===== src/sv/hpema_pkg.sv =====
package hpema_pkg;

   // field widths
   localparam int LUMA_W     = 8;
   localparam int HITS_W     = 20;
   localparam int GAIN_W     = 16;
   localparam int READING_W  = 32;
   localparam int WEIGHT_W   = 17;
   localparam int DOSE_W     = 48;
   localparam int CSR_IDX_W  = 3;
   localparam int CSR_DATA_W = 32;

   // derived widths of intermediate products
   localparam int PROD_W  = HITS_W + GAIN_W;
   localparam int WPROD_W = 2 * WEIGHT_W;
   localparam int MPROD_W = READING_W + WEIGHT_W;

   // largest frame the hit counter has to cover
   localparam int unsigned MAX_FRAME_PIXELS = 524288;
   localparam logic [HITS_W-1:0] HITS_FIELD_MAX = {HITS_W{1'b1}};
   localparam logic [HITS_W-1:0] HIT_CAP =
      (MAX_FRAME_PIXELS >= (2**HITS_W) - 1) ? HITS_FIELD_MAX : HITS_W'(MAX_FRAME_PIXELS);

   // fixed point constants
   localparam logic [WEIGHT_W-1:0] ONE_Q16   = 17'h10000;
   localparam logic [DOSE_W-1:0]   DOSE_MAX  = {DOSE_W{1'b1}};
   localparam logic [READING_W-1:0] READING_MAX = {READING_W{1'b1}};

   // register reset values
   localparam logic [LUMA_W-1:0]    RST_PIXEL_THRESHOLD = 8'd200;
   localparam logic [GAIN_W-1:0]    RST_DOSE_PER_HIT    = 16'd655;
   localparam logic [GAIN_W-1:0]    RST_READING_FLOOR   = 16'd66;
   localparam logic [WEIGHT_W-1:0]  RST_ALPHA_LOW       = 17'd3277;
   localparam logic [WEIGHT_W-1:0]  RST_ALPHA_HIGH      = 17'd32768;
   localparam logic [READING_W-1:0] RST_ALERT_LEVEL     = 32'd196608;

   // register indexes
   typedef enum logic [CSR_IDX_W-1:0] {
      CSR_PIXEL_THRESHOLD = 3'd0,
      CSR_DOSE_PER_HIT    = 3'd1,
      CSR_READING_FLOOR   = 3'd2,
      CSR_ALPHA_LOW       = 3'd3,
      CSR_ALPHA_HIGH      = 3'd4,
      CSR_ALERT_LEVEL     = 3'd5
   } csr_index_type;

   // datapath operations for the end-of-frame sequence
   typedef enum logic [3:0] {
      OP_NONE,
      OP_SCALE,
      OP_FLOOR,
      OP_DIFF,
      OP_WMUL,
      OP_WADD,
      OP_MULA,
      OP_MULB,
      OP_SUM,
      OP_ACC
   } op_type;

   // commands from controller to datapath
   typedef struct packed {
      logic   pix_accept;
      logic   pix_emit;
      logic   frame_emit;
      op_type op;
   } cmd_type;

endpackage


===== src/sv/hpema_ctrl.sv =====
module hpema_ctrl (
   input  logic                clock,
   input  logic                reset,
   input  logic                req_valid,
   input  logic                req_frame_last,
   output logic                req_stall,
   output logic                rsp_valid,
   input  logic                rsp_stall,
   output hpema_pkg::cmd_type  cmd
);

   typedef enum logic [3:0] {
      S_IDLE,
      S_SCALE,
      S_FLOOR,
      S_DIFF,
      S_WMUL,
      S_WADD,
      S_MULA,
      S_MULB,
      S_SUM,
      S_ACC,
      S_OUT
   } state_type;

   state_type state_ff, state_in;
   logic      rsp_valid_ff, rsp_valid_in;
   logic      slot_free;
   logic      accept;

   // output register can take a new transaction this cycle
   assign slot_free = !rsp_valid_ff || !rsp_stall;
   assign accept    = (state_ff == S_IDLE) && req_valid && slot_free;

   assign req_stall = (state_ff != S_IDLE) || !slot_free;
   assign rsp_valid = rsp_valid_ff;

   // next state, commands and output valid
   always_comb begin
      state_in       = state_ff;
      rsp_valid_in   = rsp_valid_ff && rsp_stall;
      cmd.pix_accept = accept;
      cmd.pix_emit   = 1'b0;
      cmd.frame_emit = 1'b0;
      cmd.op         = hpema_pkg::OP_NONE;
      case (state_ff)
         S_IDLE: begin
            if (accept) begin
               if (req_frame_last) begin
                  state_in = S_SCALE;
               end else begin
                  cmd.pix_emit = 1'b1;
                  rsp_valid_in = 1'b1;
               end
            end
         end
         S_SCALE: begin
            cmd.op   = hpema_pkg::OP_SCALE;
            state_in = S_FLOOR;
         end
         S_FLOOR: begin
            cmd.op   = hpema_pkg::OP_FLOOR;
            state_in = S_DIFF;
         end
         S_DIFF: begin
            cmd.op   = hpema_pkg::OP_DIFF;
            state_in = S_WMUL;
         end
         S_WMUL: begin
            cmd.op   = hpema_pkg::OP_WMUL;
            state_in = S_WADD;
         end
         S_WADD: begin
            cmd.op   = hpema_pkg::OP_WADD;
            state_in = S_MULA;
         end
         S_MULA: begin
            cmd.op   = hpema_pkg::OP_MULA;
            state_in = S_MULB;
         end
         S_MULB: begin
            cmd.op   = hpema_pkg::OP_MULB;
            state_in = S_SUM;
         end
         S_SUM: begin
            cmd.op   = hpema_pkg::OP_SUM;
            state_in = S_ACC;
         end
         S_ACC: begin
            cmd.op   = hpema_pkg::OP_ACC;
            state_in = S_OUT;
         end
         S_OUT: begin
            if (slot_free) begin
               cmd.frame_emit = 1'b1;
               rsp_valid_in   = 1'b1;
               state_in       = S_IDLE;
            end
         end
         default: begin
            state_in = S_IDLE;
         end
      endcase
   end

   // state and registered outputs
   always_ff @(posedge clock) begin
      if (reset) begin
         state_ff     <= S_IDLE;
         rsp_valid_ff <= 1'b0;
      end else begin
         state_ff     <= state_in;
         rsp_valid_ff <= rsp_valid_in;
      end
   end

endmodule


===== config.mk =====
export PLATFORM = sky130hd
export DESIGN_NAME = hpema_ctrl
export DESIGN_NICKNAME = d
export VERILOG_FILES = /design/src/sv/hpema_pkg.sv /design/src/sv/hpema_ctrl.sv
export SDC_FILE = /design/constraint.sdc
export NUM_CORES = 1
export LEC_CHECK = 0
export BUFFER_PORTS_ARGS = -buffer_cell sky130_fd_sc_hd__buf_2
export CAP_MARGIN = 0
export CORE_AREA = 3 3 40 42
export CTS_CLUSTER_SIZE = 14
export DETAILED_ROUTE_END_ITERATION = 12
export DIE_AREA = 0 0 43 45
export GPL_TIMING_DRIVEN = 0
export SYNTH_ARGS = -nofsm -noshare
export SYNTH_HDL_FRONTEND = slang
export SYNTH_SLANG_ARGS = --single-unit

===== constraint.sdc =====
create_clock -name clock -period 1.6 [get_ports clock]
set_input_delay 0.24 -clock clock [delete_from_list [all_inputs] [get_ports clock]]
set_output_delay 0.24 -clock clock [all_outputs]
set_load 0.005 [all_outputs]

==> results.md <==
- Post-synthesis cell count: 39
- Die height: 45 um
- Residual DRC count: 0
- Row cnt: 13
- Layout cell share with drive strength beyond 1: 0.544
- P&R area growth vs syn: 55.1%
- Final WL: 807 um
- Highest Clock Rate: 635 MHz
- Global-route wire length before repair: 1.20 mm
- Synthesis Warnings: 0
- Final Hold Viols: 0
- Setup TNS: 0 ns
- Hold/Removal Path Class: primary input to register
- Routability cong.: 0.765
- Status: finished, final reports clean
- Initial core utilization: 0.237
- CP Launch Type: register
- IR Drop Worst-Case VDD: 0.314 mV
- Final min period: 1.58 ns
- Routed vias: 339
- RSZ-0062 raised after global routing: yes
- # IOs: 14
- Pre-CTS setup slack: 0.165 ns
- Post-route cell area: 472 sq um
- Largest net degree at the start of global routing: 11
- Critical path class: register to output pin
- Clock latency on the worst-skew pair: 0.25 ns
- Root Driver: clkbuf_4
- Fin util: 0.367
- Avg Inst Size Synth: 7.80 sq um
- Final Setup Violations: 0
- Seq cells post-synth: 5
- Distinct cells, synth: 22
- Area leader, netlist: dfxtp_1
- 1st-iter DRT viols: 8
- Num CTS Buffers: 3
- Number of routed nets with antenna violations: 0
- Initial antenna violation count: 0
- Worst slew pin tran: 0.337 ns
- Gr usage total: 0.0902
- Leak pwr: 0.216 nW
- Slew Viols, Final: 0
- Synth area leaders: dfxtp_1 (33%), a21oi_1 (6.6%), and2b_2 (5.8%)
- WL per Instance: 11.2 um
- Ratio of routed vias to standard cells: 4.71
- # diodes: 0
- Post-Syn Nets: 44
- Slew HR: 0.775
- Drt pass-1 iters: 2
- Crit path DAT: 1.34 ns
- Clk slew on worst S/H paths: 0.04 ns
- Final period util: 0.985
- CP required: 1.36 ns
- Area after DPL: 388 sq um
- PwrDens: 849 nW/um^2
- Clock Sinks: 5
- Post-synthesis sequential area ratio: 0.329
- Htree depth: 1
- Port Buffers: 13
- Area share of the largest cell type after synthesis: 0.329
- Synth Cell Area: 304 sq um
- Max-Cap Viols: 0
- Clock skew: 0.00141 ns
- CP max FO: 5
- Vias in the first global route: 274
- Worst-case clock buffer depth: 2
- NumNets Final: 63
- Grt total ovfl: 0
- # fillers: 138
- Width of the die: 43 um
- Die footprint: 1940 sq um
- CP Capture Type: output pin
- # hold bufs at CTS: 0
- TritonCTS clock tree: built
- Post-DP HPWL: 513 um
- Total core area: 1280 sq um
- Final Worst Setup Slack: 0.0247 ns
stage by stage:
| step | power [mW] | cells | hold WS, ns |
|---|---|---|---|
| floorplan | 0.202 | 39 | 0.309 |
| global placement | 0.237 | 67 | 0.474 |
| detailed placement | 0.238 | 67 | 0.479 |
| CTS | 0.395 | 71 | 0.211 |
| global route | 0.432 | 72 | 0.224 |
| finish | 0.400 | 72 | 0.210 |
flip-flops by register name (all words and copies together) (netlist names):
name,count
state_ff,4
rsp_valid,1
report_power, final:
group | switching [mW] | total, mW | internal (mW)
sequential | 0.0129 | 0.144 | 0.131
combinational | 0.0469 | 0.104 | 0.0569
clock | 0.0577 | 0.152 | 0.0947
routing by layer:
| layer | vias to the layer above | GRT usage | wire (um) |
|---|---|---|---|
| met2 | 15 | 0.114 | 328 |
| met4 | 0 | 0.0361 | 6 |
| met1 | 150 | 0.107 | 375 |
| met5 | - | 0 | 0 |
| met3 | 2 | 0.0797 | 96 |
| li1 | 172 | - | - |
repair_timing:
| action | in CTS | in global routing |
|---|---|---|
| resized for setup | 4 | 10 |
| endpoints found under the hold margin | 0 | 0 |
| setup endpoints to repair | 3 | 3 |
| setup buffers | 0 | 2 |
| pin swaps | 0 | 1 |
synthesized netlist by cell type:
library cell / number
a21o_2: 1
a21oi_1: 4
a31oi_1: 1
and2_1: 1
and2b_2: 2
and3_1: 1
buf_2: 2
buf_4: 1
dfxtp_1: 5
nand2_1: 4
nand2b_1: 1
nand3_1: 2
nand3b_1: 2
nor2_1: 2
nor3_1: 3
nor3b_1: 1
nor4_1: 1
o21a_1: 1
o21ai_0: 1
or3b_1: 1
xnor2_1: 1
xor2_1: 1
cells in the final DEF, fill, tap and decap left out:
| cell type | synthesis | routed |
|---|---|---|
| a21o_2 | 1 | 1 |
| a21oi_1 | 4 | 2 |
| a21oi_2 | 0 | 2 |
| a31oi_1 | 1 | 1 |
| and2_1 | 1 | 1 |
| and2b_2 | 2 | 2 |
| and3_1 | 1 | 1 |
| buf_2 | 2 | 13 |
| buf_4 | 1 | 3 |
| buf_6 | 0 | 1 |
| clkbuf_1 | 0 | 1 |
| clkbuf_4 | 0 | 3 |
| dfxtp_1 | 5 | 3 |
| dfxtp_4 | 0 | 2 |
| nand2_1 | 4 | 4 |
| nand2b_4 | 0 | 1 |
| nand3_1 | 2 | 2 |
| nand3b_1 | 2 | 2 |
| nor2_1 | 2 | 2 |
| nor3_1 | 3 | 2 |
| nor3_4 | 0 | 1 |
| nor3b_2 | 0 | 1 |
| nor4_1 | 1 | 1 |
| o21a_1 | 1 | 1 |
| o21ai_0 | 1 | 1 |
| or3b_4 | 0 | 1 |
| xnor2_1 | 1 | 1 |
| xor2_1 | 1 | 1 |
worst max-delay path, stage by stage (launching register included):
cell      delay (ns)
dfxtp_4         0.35
nand2b_4        0.14
or3b_4          0.38
a21oi_2         0.10
buf_2           0.11
cells by family after synthesis:
| kind of cell | Yosys count | share of synthesized area |
|---|---|---|
| simple gates | 21 | 0.399 |
| compound gates | 8 | 0.156 |
| flops | 5 | 0.329 |
| buf+inv | 3 | 0.0576 |
| xor+xnor | 2 | 0.0576 |
cell type report:
cell class,count,area [sq um],share of cell area
tap,15,18.8,0.0398
clock buffer,4,26.3,0.0557
sequential,5,108,0.228
timing repair buffer,15,80.1,0.170
multi-input combinational,31,220,0.467
buffer,2,18.8,0.0398
final timing paths:
check / endpoint / startpoint / slack (ns) / cells past startpoint
worst min register to register: state_ff[2] / state_ff[3] / 0.51 / 1
worst max-delay path: cmd[4] / state_ff[2] / 0.02 / 4
worst max register to register: rsp_valid / state_ff[2] / 0.50 / 3
worst min-delay path: state_ff[3] / reset / 0.21 / 2
(Power assumes the default switching activity.)
